--- src/design/wfd_pkg.sv ---
// ----------------------------------------------------------------------------
// wfd_pkg
// Shared types and constants for the weather frame decoder.
// ----------------------------------------------------------------------------
package wfd_pkg;

    localparam int FRAME_BYTES_DEF = 23;

    localparam int BYTE_W   = 8;
    localparam int PERIOD_W = 12;
    localparam int RAIN_W   = 16;
    localparam int TEMP_W   = 17;
    localparam int HUM_W    = 8;
    localparam int WAVG_W   = 5;
    localparam int GUST_W   = 8;
    localparam int DIR_W    = 9;
    localparam int STATUS_W = 3;

    // result beat: status, temperature, humidity, wind avg/gust/dir, rain total, rain hour
    localparam int RESULT_W   = STATUS_W + TEMP_W + HUM_W + WAVG_W + GUST_W + DIR_W
                                + RAIN_W + RAIN_W;
    localparam int M_TDATA_W  = ((RESULT_W + 7) / 8) * 8;
    localparam int S_TDATA_W  = 8;
    localparam int S_TUSER_W  = 2;

    localparam logic [PERIOD_W-1:0] PERIOD_RESET = 12'd2700;

    // request kinds
    localparam logic REQ_BYTE = 1'b0;
    localparam logic REQ_TICK = 1'b1;

    // frame layout
    localparam int IDX_HDR1      = 1;
    localparam int IDX_HDR2      = 2;
    localparam int IDX_TEMP_HI   = 6;
    localparam int IDX_TEMP_LO   = 7;
    localparam int IDX_HUM       = 8;
    localparam int IDX_WAVG      = 10;
    localparam int IDX_GUST      = 11;
    localparam int IDX_DIR_HI    = 12;
    localparam int IDX_DIR_LO    = 13;
    localparam int IDX_RAIN_HI   = 14;
    localparam int IDX_RAIN_LO   = 15;
    localparam int IDX_SUM_FIRST = 1;
    localparam int IDX_SUM_LAST  = 19;
    localparam int IDX_CHECK     = 20;

    localparam logic [BYTE_W-1:0] HDR1_VAL = 8'hAA;
    localparam logic [BYTE_W-1:0] HDR2_VAL = 8'h00;

    localparam logic [15:0]       TEMP_OFFSET = 16'd500;
    localparam logic [15:0]       TEMP_MAX    = 16'd400;
    localparam logic [BYTE_W-1:0] HUM_MAX     = 8'd100;

    // x*10/85 == (x*964) >> 13 for x < 256 (964 = 2 * ceil(2^13/17))
    localparam int WAVG_PROD_W = 18;
    localparam logic [WAVG_PROD_W-1:0] WAVG_MUL = 18'd964;
    localparam int WAVG_SHIFT = 13;
    // x*73/100 == (x*765478) >> 20 for x < 256 (765478 = 73 * ceil(2^20/100))
    localparam int GUST_PROD_W = 28;
    localparam logic [GUST_PROD_W-1:0] GUST_MUL = 28'd765478;
    localparam int GUST_SHIFT = 20;

    typedef enum logic [STATUS_W-1:0] {
        ST_OK         = 3'd0,
        ST_BAD_HEADER = 3'd1,
        ST_BAD_SUM    = 3'd2,
        ST_TEMP_HIGH  = 3'd3,
        ST_HUM_HIGH   = 3'd4
    } status_t;

    // frame bytes the decoder looks at, plus the running checksum
    typedef struct packed {
        logic [BYTE_W-1:0] hdr1;
        logic [BYTE_W-1:0] hdr2;
        logic [BYTE_W-1:0] temp_hi;
        logic [BYTE_W-1:0] temp_lo;
        logic [BYTE_W-1:0] hum;
        logic [BYTE_W-1:0] wavg;
        logic [BYTE_W-1:0] gust;
        logic [BYTE_W-1:0] dir_hi;
        logic [BYTE_W-1:0] dir_lo;
        logic [BYTE_W-1:0] rain_hi;
        logic [BYTE_W-1:0] rain_lo;
        logic [BYTE_W-1:0] check;
        logic [BYTE_W-1:0] sum;
    } frame_bytes_t;

    typedef struct packed {
        status_t                  status;
        logic signed [TEMP_W-1:0] temperature;
        logic [HUM_W-1:0]         humidity;
        logic [WAVG_W-1:0]        wind_average;
        logic [GUST_W-1:0]        wind_gust;
        logic [DIR_W-1:0]         wind_direction;
        logic [RAIN_W-1:0]        rain_total;
    } decode_t;

endpackage

--- src/design/wfd_assembler.sv ---
// ----------------------------------------------------------------------------
// wfd_assembler
// Frame byte store, byte position and running checksum of bytes 1..19.
// ----------------------------------------------------------------------------
module wfd_assembler #(
    parameter int FRAME_BYTES = wfd_pkg::FRAME_BYTES_DEF
) (
    input  logic                        aclk,
    input  logic                        aresetn,
    input  logic                        byte_en,
    input  logic [wfd_pkg::BYTE_W-1:0]  data_byte,
    input  logic                        frame_start,
    output logic                        frame_done,
    output wfd_pkg::frame_bytes_t       frame
);

    localparam int POS_W = $clog2(FRAME_BYTES + 1);
    localparam int IDX_W = $clog2(FRAME_BYTES);

    logic [wfd_pkg::BYTE_W-1:0] store_reg [FRAME_BYTES];
    logic [wfd_pkg::BYTE_W-1:0] view      [FRAME_BYTES];
    logic [POS_W-1:0]           pos_reg, pos_next, pos_eff;
    logic [wfd_pkg::BYTE_W-1:0] sum_reg, sum_next;
    logic                       wr;

    always_comb begin
        pos_eff    = frame_start ? '0 : pos_reg;
        wr         = byte_en && (pos_eff < POS_W'(FRAME_BYTES));
        pos_next   = wr ? pos_eff + POS_W'(1) : pos_eff;
        if (!byte_en) begin
            pos_next = pos_reg;
        end
        frame_done = wr && (pos_eff == POS_W'(FRAME_BYTES - 1));

        sum_next = sum_reg;
        if (wr) begin
            if (pos_eff == '0) begin
                sum_next = '0;
            end else if (pos_eff <= POS_W'(wfd_pkg::IDX_SUM_LAST)) begin
                sum_next = sum_reg + data_byte;
            end
        end
    end

    // current byte forwarded so the last byte can be decoded in its own cycle
    for (genvar i = 0; i < FRAME_BYTES; i++) begin : g_view
        assign view[i] = (wr && pos_eff[IDX_W-1:0] == IDX_W'(i)) ? data_byte : store_reg[i];
    end

    always_comb begin
        frame.hdr1    = view[wfd_pkg::IDX_HDR1];
        frame.hdr2    = view[wfd_pkg::IDX_HDR2];
        frame.temp_hi = view[wfd_pkg::IDX_TEMP_HI];
        frame.temp_lo = view[wfd_pkg::IDX_TEMP_LO];
        frame.hum     = view[wfd_pkg::IDX_HUM];
        frame.wavg    = view[wfd_pkg::IDX_WAVG];
        frame.gust    = view[wfd_pkg::IDX_GUST];
        frame.dir_hi  = view[wfd_pkg::IDX_DIR_HI];
        frame.dir_lo  = view[wfd_pkg::IDX_DIR_LO];
        frame.rain_hi = view[wfd_pkg::IDX_RAIN_HI];
        frame.rain_lo = view[wfd_pkg::IDX_RAIN_LO];
        frame.check   = view[wfd_pkg::IDX_CHECK];
        frame.sum     = sum_reg;
    end

    always_ff @(posedge aclk) begin
        if (wr) begin
            store_reg[pos_eff[IDX_W-1:0]] <= data_byte;
        end
        sum_reg <= sum_next;
    end

    always_ff @(posedge aclk) begin
        if (!aresetn) begin
            pos_reg <= POS_W'(FRAME_BYTES);
        end else begin
            pos_reg <= pos_next;
        end
    end

endmodule

--- src/design/wfd_decode.sv ---
// ----------------------------------------------------------------------------
// wfd_decode
// Frame checks and field scaling for one completed frame.
// ----------------------------------------------------------------------------
module wfd_decode (
    input  wfd_pkg::frame_bytes_t frame,
    output wfd_pkg::decode_t      dec
);

    logic [15:0]                        temp_raw;
    logic [wfd_pkg::WAVG_PROD_W-1:0]    wavg_prod;
    logic [wfd_pkg::GUST_PROD_W-1:0]    gust_prod;
    wfd_pkg::status_t                   status;

    always_comb begin
        temp_raw  = {frame.temp_hi, frame.temp_lo};
        wavg_prod = wfd_pkg::WAVG_PROD_W'(frame.wavg) * wfd_pkg::WAVG_MUL;
        gust_prod = wfd_pkg::GUST_PROD_W'(frame.gust) * wfd_pkg::GUST_MUL;

        if (frame.hdr1 != wfd_pkg::HDR1_VAL || frame.hdr2 != wfd_pkg::HDR2_VAL) begin
            status = wfd_pkg::ST_BAD_HEADER;
        end else if (frame.sum != frame.check) begin
            status = wfd_pkg::ST_BAD_SUM;
        end else if (temp_raw > wfd_pkg::TEMP_OFFSET + wfd_pkg::TEMP_MAX) begin
            status = wfd_pkg::ST_TEMP_HIGH;
        end else if (frame.hum > wfd_pkg::HUM_MAX) begin
            status = wfd_pkg::ST_HUM_HIGH;
        end else begin
            status = wfd_pkg::ST_OK;
        end

        dec        = '0;
        dec.status = status;
        if (status == wfd_pkg::ST_OK) begin
            dec.temperature    = {1'b0, temp_raw} - {1'b0, wfd_pkg::TEMP_OFFSET};
            dec.humidity       = frame.hum;
            dec.wind_average   = wavg_prod[wfd_pkg::WAVG_SHIFT +: wfd_pkg::WAVG_W];
            dec.wind_gust      = gust_prod[wfd_pkg::GUST_SHIFT +: wfd_pkg::GUST_W];
            dec.wind_direction = {frame.dir_hi[1], frame.dir_lo};
            dec.rain_total     = {frame.rain_hi, frame.rain_lo};
        end
    end

endmodule

--- src/design/wfd_rain.sv ---
// ----------------------------------------------------------------------------
// wfd_rain
// Rain baseline alignment, tick counter and hourly rain tracking.
// ----------------------------------------------------------------------------
module wfd_rain (
    input  logic                          aclk,
    input  logic                          aresetn,
    input  logic                          tick_en,
    input  logic                          frame_ok_en,
    input  logic [wfd_pkg::RAIN_W-1:0]    rain_total,
    input  logic [wfd_pkg::PERIOD_W-1:0]  period,
    output logic [wfd_pkg::RAIN_W-1:0]    hourly_rain_next
);

    logic                          aligned_reg,  aligned_next;
    logic [wfd_pkg::RAIN_W-1:0]    baseline_reg, baseline_next;
    logic [wfd_pkg::RAIN_W-1:0]    counter_reg,  counter_next;
    logic [wfd_pkg::RAIN_W-1:0]    hourly_reg;
    logic [wfd_pkg::PERIOD_W-1:0]  tick_reg,     tick_next;
    logic [wfd_pkg::PERIOD_W:0]    tick_inc;
    logic [wfd_pkg::RAIN_W-1:0]    rise;

    always_comb begin
        aligned_next     = aligned_reg;
        baseline_next    = baseline_reg;
        counter_next     = counter_reg;
        hourly_rain_next = hourly_reg;
        tick_next        = tick_reg;
        tick_inc         = {1'b0, tick_reg} + 1'b1;
        rise             = counter_reg - baseline_reg;

        // ticks count only once the baseline is aligned
        if (tick_en && aligned_reg) begin
            if (tick_inc >= {1'b0, period}) begin
                tick_next     = '0;
                baseline_next = counter_reg;
                if (rise != '0) begin
                    hourly_rain_next = rise;
                end
            end else begin
                tick_next = tick_inc[wfd_pkg::PERIOD_W-1:0];
            end
        end

        if (frame_ok_en) begin
            counter_next = rain_total;
            if (!aligned_reg) begin
                baseline_next    = rain_total;
                hourly_rain_next = '0;
                aligned_next     = 1'b1;
            end
        end
    end

    always_ff @(posedge aclk) begin
        if (!aresetn) begin
            aligned_reg  <= 1'b0;
            baseline_reg <= '0;
            counter_reg  <= '0;
            hourly_reg   <= '0;
            tick_reg     <= '0;
        end else begin
            aligned_reg  <= aligned_next;
            baseline_reg <= baseline_next;
            counter_reg  <= counter_next;
            hourly_reg   <= hourly_rain_next;
            tick_reg     <= tick_next;
        end
    end

endmodule

--- src/design/weather_frame_decoder.sv ---
// ----------------------------------------------------------------------------
// weather_frame_decoder
// Decodes weather-station radio frames byte by byte and tracks hourly rain.
// ----------------------------------------------------------------------------
// Usage:
//   Slave stream carries one beat per frame byte or per timer tick. tuser[0]
//   selects the kind (0 byte, 1 tick), tuser[1] marks frame byte zero, tdata
//   holds the byte. Ticks drive the hourly rain period once the first valid
//   frame has aligned the rain baseline.
//   Master stream carries one result beat per completed frame: status,
//   decoded fields and the current hourly rain.
//   cfg_wr_en / cfg_wr_data write rain_period_ticks; write only while idle.
// Timing:
//   One beat per cycle sustained while the result register is free or being
//   drained. A beat lands in the input register and is processed once the
//   result register is free or being drained; a frame's result is clocked
//   into the output register at the end of the cycle that processes its last
//   byte, and m_axis_tvalid is driven from that register.
// Stall:
//   While a result waits on m_axis_tready the input register still takes one
//   beat; further beats are held off by s_axis_tready.
// Reset:
//   aresetn low clears both registers' valids and rain state, sets the
//   byte position to FRAME_BYTES (idle, no frame) and period to 2700 ticks.
// ----------------------------------------------------------------------------
module weather_frame_decoder #(
    parameter int FRAME_BYTES = wfd_pkg::FRAME_BYTES_DEF
) (
    input  logic                             aclk,
    input  logic                             aresetn,

    input  logic                             cfg_wr_en,
    input  logic [wfd_pkg::PERIOD_W-1:0]     cfg_wr_data,   // rain_period_ticks

    input  logic                             s_axis_tvalid,
    output logic                             s_axis_tready,
    input  logic [wfd_pkg::S_TDATA_W-1:0]    s_axis_tdata,  // [7:0] data_byte
    input  logic [wfd_pkg::S_TUSER_W-1:0]    s_axis_tuser,  // [0] req_type, [1] frame_start

    output logic                             m_axis_tvalid,
    input  logic                             m_axis_tready,
    // [2:0] status, [19:3] temperature, [27:20] humidity, [32:28] wind_average,
    // [40:33] wind_gust, [49:41] wind_direction, [65:50] rain_total,
    // [81:66] rain_hour, rest zero
    output logic [wfd_pkg::M_TDATA_W-1:0]    m_axis_tdata
);

    // configuration
    logic [wfd_pkg::PERIOD_W-1:0]  period_reg;

    // input register
    logic                          in_valid_reg, in_valid_next;
    logic [wfd_pkg::S_TDATA_W-1:0] in_data_reg;
    logic [wfd_pkg::S_TUSER_W-1:0] in_user_reg;

    // result register
    logic                          out_valid_reg, out_valid_next;
    wfd_pkg::decode_t              out_dec_reg;
    logic [wfd_pkg::RAIN_W-1:0]    out_hour_reg;

    logic                          s_accept;
    logic                          proc_fire;
    logic                          byte_en, tick_en;
    logic                          frame_done;
    wfd_pkg::frame_bytes_t         frame;
    wfd_pkg::decode_t              dec;
    logic [wfd_pkg::RAIN_W-1:0]    hourly_rain_next;

    // stage advances whenever it holds a beat and the result register is free or being drained
    assign proc_fire     = in_valid_reg && (!out_valid_reg || m_axis_tready);
    assign s_axis_tready = !in_valid_reg || proc_fire;
    assign s_accept      = s_axis_tvalid && s_axis_tready;

    assign byte_en = proc_fire && (in_user_reg[0] == wfd_pkg::REQ_BYTE);
    assign tick_en = proc_fire && (in_user_reg[0] == wfd_pkg::REQ_TICK);

    wfd_assembler #(
        .FRAME_BYTES (FRAME_BYTES)
    ) u_assembler (
        .aclk        (aclk),
        .aresetn     (aresetn),
        .byte_en     (byte_en),
        .data_byte   (in_data_reg[wfd_pkg::BYTE_W-1:0]),
        .frame_start (in_user_reg[1]),
        .frame_done  (frame_done),
        .frame       (frame)
    );

    wfd_decode u_decode (
        .frame (frame),
        .dec   (dec)
    );

    wfd_rain u_rain (
        .aclk             (aclk),
        .aresetn          (aresetn),
        .tick_en          (tick_en),
        .frame_ok_en      (frame_done && dec.status == wfd_pkg::ST_OK),
        .rain_total       (dec.rain_total),
        .period           (period_reg),
        .hourly_rain_next (hourly_rain_next)
    );

    always_comb begin
        in_valid_next = in_valid_reg;
        if (s_accept) begin
            in_valid_next = 1'b1;
        end else if (proc_fire) begin
            in_valid_next = 1'b0;
        end

        out_valid_next = out_valid_reg;
        if (proc_fire && frame_done) begin
            out_valid_next = 1'b1;
        end else if (m_axis_tready) begin
            out_valid_next = 1'b0;
        end
    end

    always_ff @(posedge aclk) begin
        if (!aresetn) begin
            period_reg    <= wfd_pkg::PERIOD_RESET;
            in_valid_reg  <= 1'b0;
            out_valid_reg <= 1'b0;
        end else begin
            if (cfg_wr_en) begin
                period_reg <= cfg_wr_data;
            end
            in_valid_reg  <= in_valid_next;
            out_valid_reg <= out_valid_next;
        end
    end

    // payload, no reset
    always_ff @(posedge aclk) begin
        if (s_accept) begin
            in_data_reg <= s_axis_tdata;
            in_user_reg <= s_axis_tuser;
        end
        if (proc_fire && frame_done) begin
            out_dec_reg  <= dec;
            out_hour_reg <= hourly_rain_next;
        end
    end

    assign m_axis_tvalid = out_valid_reg;
    assign m_axis_tdata  = {
        (wfd_pkg::M_TDATA_W - wfd_pkg::RESULT_W)'(0),
        out_hour_reg,
        out_dec_reg.rain_total,
        out_dec_reg.wind_direction,
        out_dec_reg.wind_gust,
        out_dec_reg.wind_average,
        out_dec_reg.humidity,
        out_dec_reg.temperature,
        out_dec_reg.status
    };

    // ------------------------------------------------------------------------
    // assertions
    // ------------------------------------------------------------------------
    a_no_overwrite: assert property (@(posedge aclk) disable iff (!aresetn)
        out_valid_reg && !m_axis_tready |-> !proc_fire)
        else $error("input stage advanced over a held result");

    a_result_from_byte: assert property (@(posedge aclk) disable iff (!aresetn)
        $rose(out_valid_reg) |-> $past(in_valid_reg && in_user_reg[0] == wfd_pkg::REQ_BYTE))
        else $error("result raised without a frame byte");

    a_reject_zero: assert property (@(posedge aclk) disable iff (!aresetn)
        out_valid_reg && out_dec_reg.status != wfd_pkg::ST_OK |->
        out_dec_reg.temperature == '0 && out_dec_reg.humidity == '0 &&
        out_dec_reg.wind_average == '0 && out_dec_reg.wind_gust == '0 &&
        out_dec_reg.wind_direction == '0 && out_dec_reg.rain_total == '0)
        else $error("rejected frame carries decoded fields");

    a_ok_in_range: assert property (@(posedge aclk) disable iff (!aresetn)
        out_valid_reg && out_dec_reg.status == wfd_pkg::ST_OK |->
        out_dec_reg.temperature <= 17'sd400 &&
        out_dec_reg.humidity <= wfd_pkg::HUM_MAX)
        else $error("accepted frame out of range");

endmodule
--- config.mk ---
export PLATFORM = sky130hd
export DESIGN_NAME = weather_frame_decoder
export DESIGN_NICKNAME = d
export VERILOG_FILES = /design/src/design/wfd_pkg.sv /design/src/design/wfd_assembler.sv /design/src/design/wfd_decode.sv /design/src/design/wfd_rain.sv /design/src/design/weather_frame_decoder.sv
export SDC_FILE = /design/constraint.sdc
export NUM_CORES = 1
export LEC_CHECK = 0
export ABC_AREA = 1
export BUFFER_PORTS_ARGS = -buffer_cell sky130_fd_sc_hd__buf_2
export CAP_MARGIN = 10
export CORE_MARGIN = 10
export CORE_UTILIZATION = 39
export CTS_CLUSTER_DIAMETER = 80
export DETAILED_ROUTE_END_ITERATION = 7
export HOLD_SLACK_MARGIN = 0.03
export PLACE_DENSITY = 0.61
export SYNTH_ARGS = -nofsm -noshare
export SYNTH_HDL_FRONTEND = slang
export SYNTH_SLANG_ARGS = --single-unit
--- constraint.sdc ---
create_clock -name aclk -period 11.5 [get_ports aclk]
set_input_delay 1.15 -clock aclk [delete_from_list [all_inputs] [get_ports aclk]]
set_output_delay 1.15 -clock aclk [all_outputs]
set_load 0.01 [all_outputs]
==> metrics.md <==
| Metric | Value |
|---|---|
| Overflow after GRT | 0 |
| Leak | 8.370 nW |
| Die Height | 224.2 um |
| CTS buffer count | 30 |
| Register area share after synthesis | 44.74% |
| Global-route wire length before repair | 63,310 um |
| I/O pins | 117 |
| Mapped cell area | 16,260 um2 |
| Slew Limit Fails | 0 |
| RSZ-0062 raised after global routing | no |
| Crit Path Class | in -> reg |
| Post-Place Cells | 2,458 |
| Layout Skew | 11.86 ps |
| Worst IR drop on VDD | 105.0 uV |
| Slowest stage cell, crit path | fa_1 |
| Post-synthesis cell type count | 51 |
| Number of global-route vias before repair | 12.11k |
| Number of flip-flops in the largest register | 89 |
| CTS Buffer Depth | 3 |
| GRT Util Overall | 15.38% |
| Number of synthesized register bits | 269 |
| Peak Freq | 133.0 MHz |
| Min Tclk post-route | 7518 ps |
| DR pass1 iterations | 5 |
| Area of the core | 41,020 um2 |
| Outcome | finished, final reports clean |
| Drt drc | 0 |
| Die ar. | 50,270 um2 |
| Max-Cap Viols | 0 |
| Setup_tns | 0 ps |
| CP max stage delay | 560 ps |
| Setup Fix Bufs, Post-CTS | 0 |
| Ratio of cells with drive above 1 in the final layout | 10.50% |
| Pwr dens | 112.7 nW/um2 |
| Final ANT Viol Nets | 0 |
| Worst skew pair latency | 560 ps |
| Total power | 0.002062 W |
| Initial antenna violation count | 0 |
| Arrival @ worst endpoint | 7840 ps |
| Clock Tree Root | clkbuf_16 |
| HPWL Detailed | 28,750 um |
| CTS Sinks | 269 |
| CP Capture Type | flip-flop |
| Final core occ | 44.59% |
| Mapped Avg Cell Area | 8.811 um2 |
| Ys async rst share | 0% |
| H-Tree Level Count | 1 |
| Rows | 74 |
| Endpoints failing hold | 0 |
| Relative slew margins | 20.99% |
| CP Data Required Time | 11,820 ps |
| Crit path max fanout | 24 |
| Post-route setup slack | 3982 ps |
| Number of synthesized flops with an enable pin | 189 |
| Ant diodes | 0 |
| Primary FF master, synth | edfxtp_1 |
| Clk slew on worst S/H paths | 60 ps |
| Syn. warnings | 0 |
| Area Overhead vs Synth | 12.45% |
| Worst-Margin Slew | 1182 ps |
| Worst hold-check path type | reg -> reg |
| WL/cell | 15.67 um |
| Place WS | 3409 ps |
| Vias | 12.41k |
| Initial core utilization | 39.65% |
| Largest net degree at the start of global routing | 56 |
| Drt first-iter violations | 782 |
| Nets | 2,171 |
| PortBufs | 110 |
| WL final | 39,390 um |
| TritonCTS clock tree | yes |
| Die X | 224.2 um |
| Final setup vio count | 0 |
| Vias per cell | 4.938 |
| Final Wtd Congestion | 0.8964 |
| Synth Instances | 1,846 |
| Post-cts sizing count | 0 |
| # hold bufs at CTS | 0 |
| CP dominant cell by count | nand2_1 |
| Fin cells | 2,513 |
| Critical path startpoint category | input port |
| Final Cycle Share | 65.38% |
[logic make-up (layout without fill, tap and decap cells)]
family,Yosys count,count (layout),synth area share [%]
AOI/OAI and AO/OA,235,235,7.731
xor gates and xnor gates,29,29,1.562
adders and majority gates,186,186,16.57
buffers and inverters,368,497,8.870
DFF,269,269,44.74
other,1,7,0.02306
and+or+nand+nor,758,758,20.50
[path summary, 6_finish.rpt]
path	from	end	slack, ps	cells past startpoint
hold / removal	period_reg[8]$_SDFFE_PN0P_	period_reg[8]$_SDFFE_PN0P_	470	2
hold reg to reg	period_reg[8]$_SDFFE_PN0P_	period_reg[8]$_SDFFE_PN0P_	470	2
setup reg to reg	in_user_reg[1]$_DFFE_PP_	m_axis_tdata[40]$_SDFFCE_PN0P_	4260	30
setup / recovery	m_axis_tready	m_axis_tdata[40]$_SDFFCE_PN0P_	3980	31
[cell usage in the layout, fill, tap and decap left out, types with 7 or more instances in the layout]
master	count
nand2_1	355
inv_1	312
nor2_1	198
edfxtp_1	189
ha_1	137
buf_2	110
o21ai_0	98
a21oi_1	96
nand3_1	89
dfxtp_1	80
fa_1	49
nand4_1	35
clkbuf_16	31
nor3_1	21
xor2_1	18
nand3b_1	14
buf_4	12
or2_2	11
xnor2_1	11
clkinv_1	9
o21ai_1	8
nand2_2	7
conb_1	7
[through the flow]
| stage | cell area (um2) | hold slack [ps] |
|---|---|---|
| 2_1_floorplan | 16290 | 439.5 |
| 3_3_place_gp | 17360 | 460.5 |
| 3_5_place_dp | 17360 | 457.9 |
| 4_1_cts | 18290 | 466.6 |
| 5_1_grt | 18290 | 483.4 |
| 6_report | 18290 | 467.5 |
[area by class of cell]
| class | count | area [um2] |
|---|---|---|
| fillers | 3939 | 22730 |
| multi-input cells | 1215 | 7577 |
| flip-flops and latches | 269 | 7277 |
| inverters | 320 | 1201 |
| clock buffers | 38 | 812.0 |
| well taps | 532 | 665.6 |
| repair buffers | 122 | 640.6 |
| clock inverters | 17 | 115.1 |
[layer usage]
metal / global-route usage, % / vias to the layer above / share of wire, %
met5: 0 / - / 0
met4: 4.036 / 0 / 1.8
met3: 2.225 / 46 / 4.8
met2: 26.53 / 250 / 48
met1: 19.82 / 5870 / 45
li1: - / 6242 / -
[synthesized netlist by cell type, types with 18 or more instances]
cell type    n  area share [%]
a21oi_1     96             3.0
buf_2       19            0.58
clkbuf_1    18            0.42
dfxtp_1     80             9.8
edfxtp_1   189              35
fa_1        49             6.0
ha_1       137              11
inv_1      312             7.2
nand2_1    356             8.2
nand3_1     89             2.7
nand4_1     35             1.3
nor2_1     199             4.6
nor3_1      21            0.65
o21ai_0     98             3.0
xor2_1      18            0.97
[power by group]
group | total (W) | internal [W] | switching (W)
Sequential | 0.00106 | 0.00105 | 0.00000713
Clock | 0.000905 | 0.000520 | 0.000384
Combinational | 0.000102 | 0.0000262 | 0.0000758
[worst max-delay path: cells and delay by family]
kind                       cells  cell delay (ps)
and+or+nand+nor               18             2970
AOI/OAI and AO/OA              1              210
buffers and inverters          6              700
adders and majority gates      6             2790
Power figures use the tool's default switching activity.
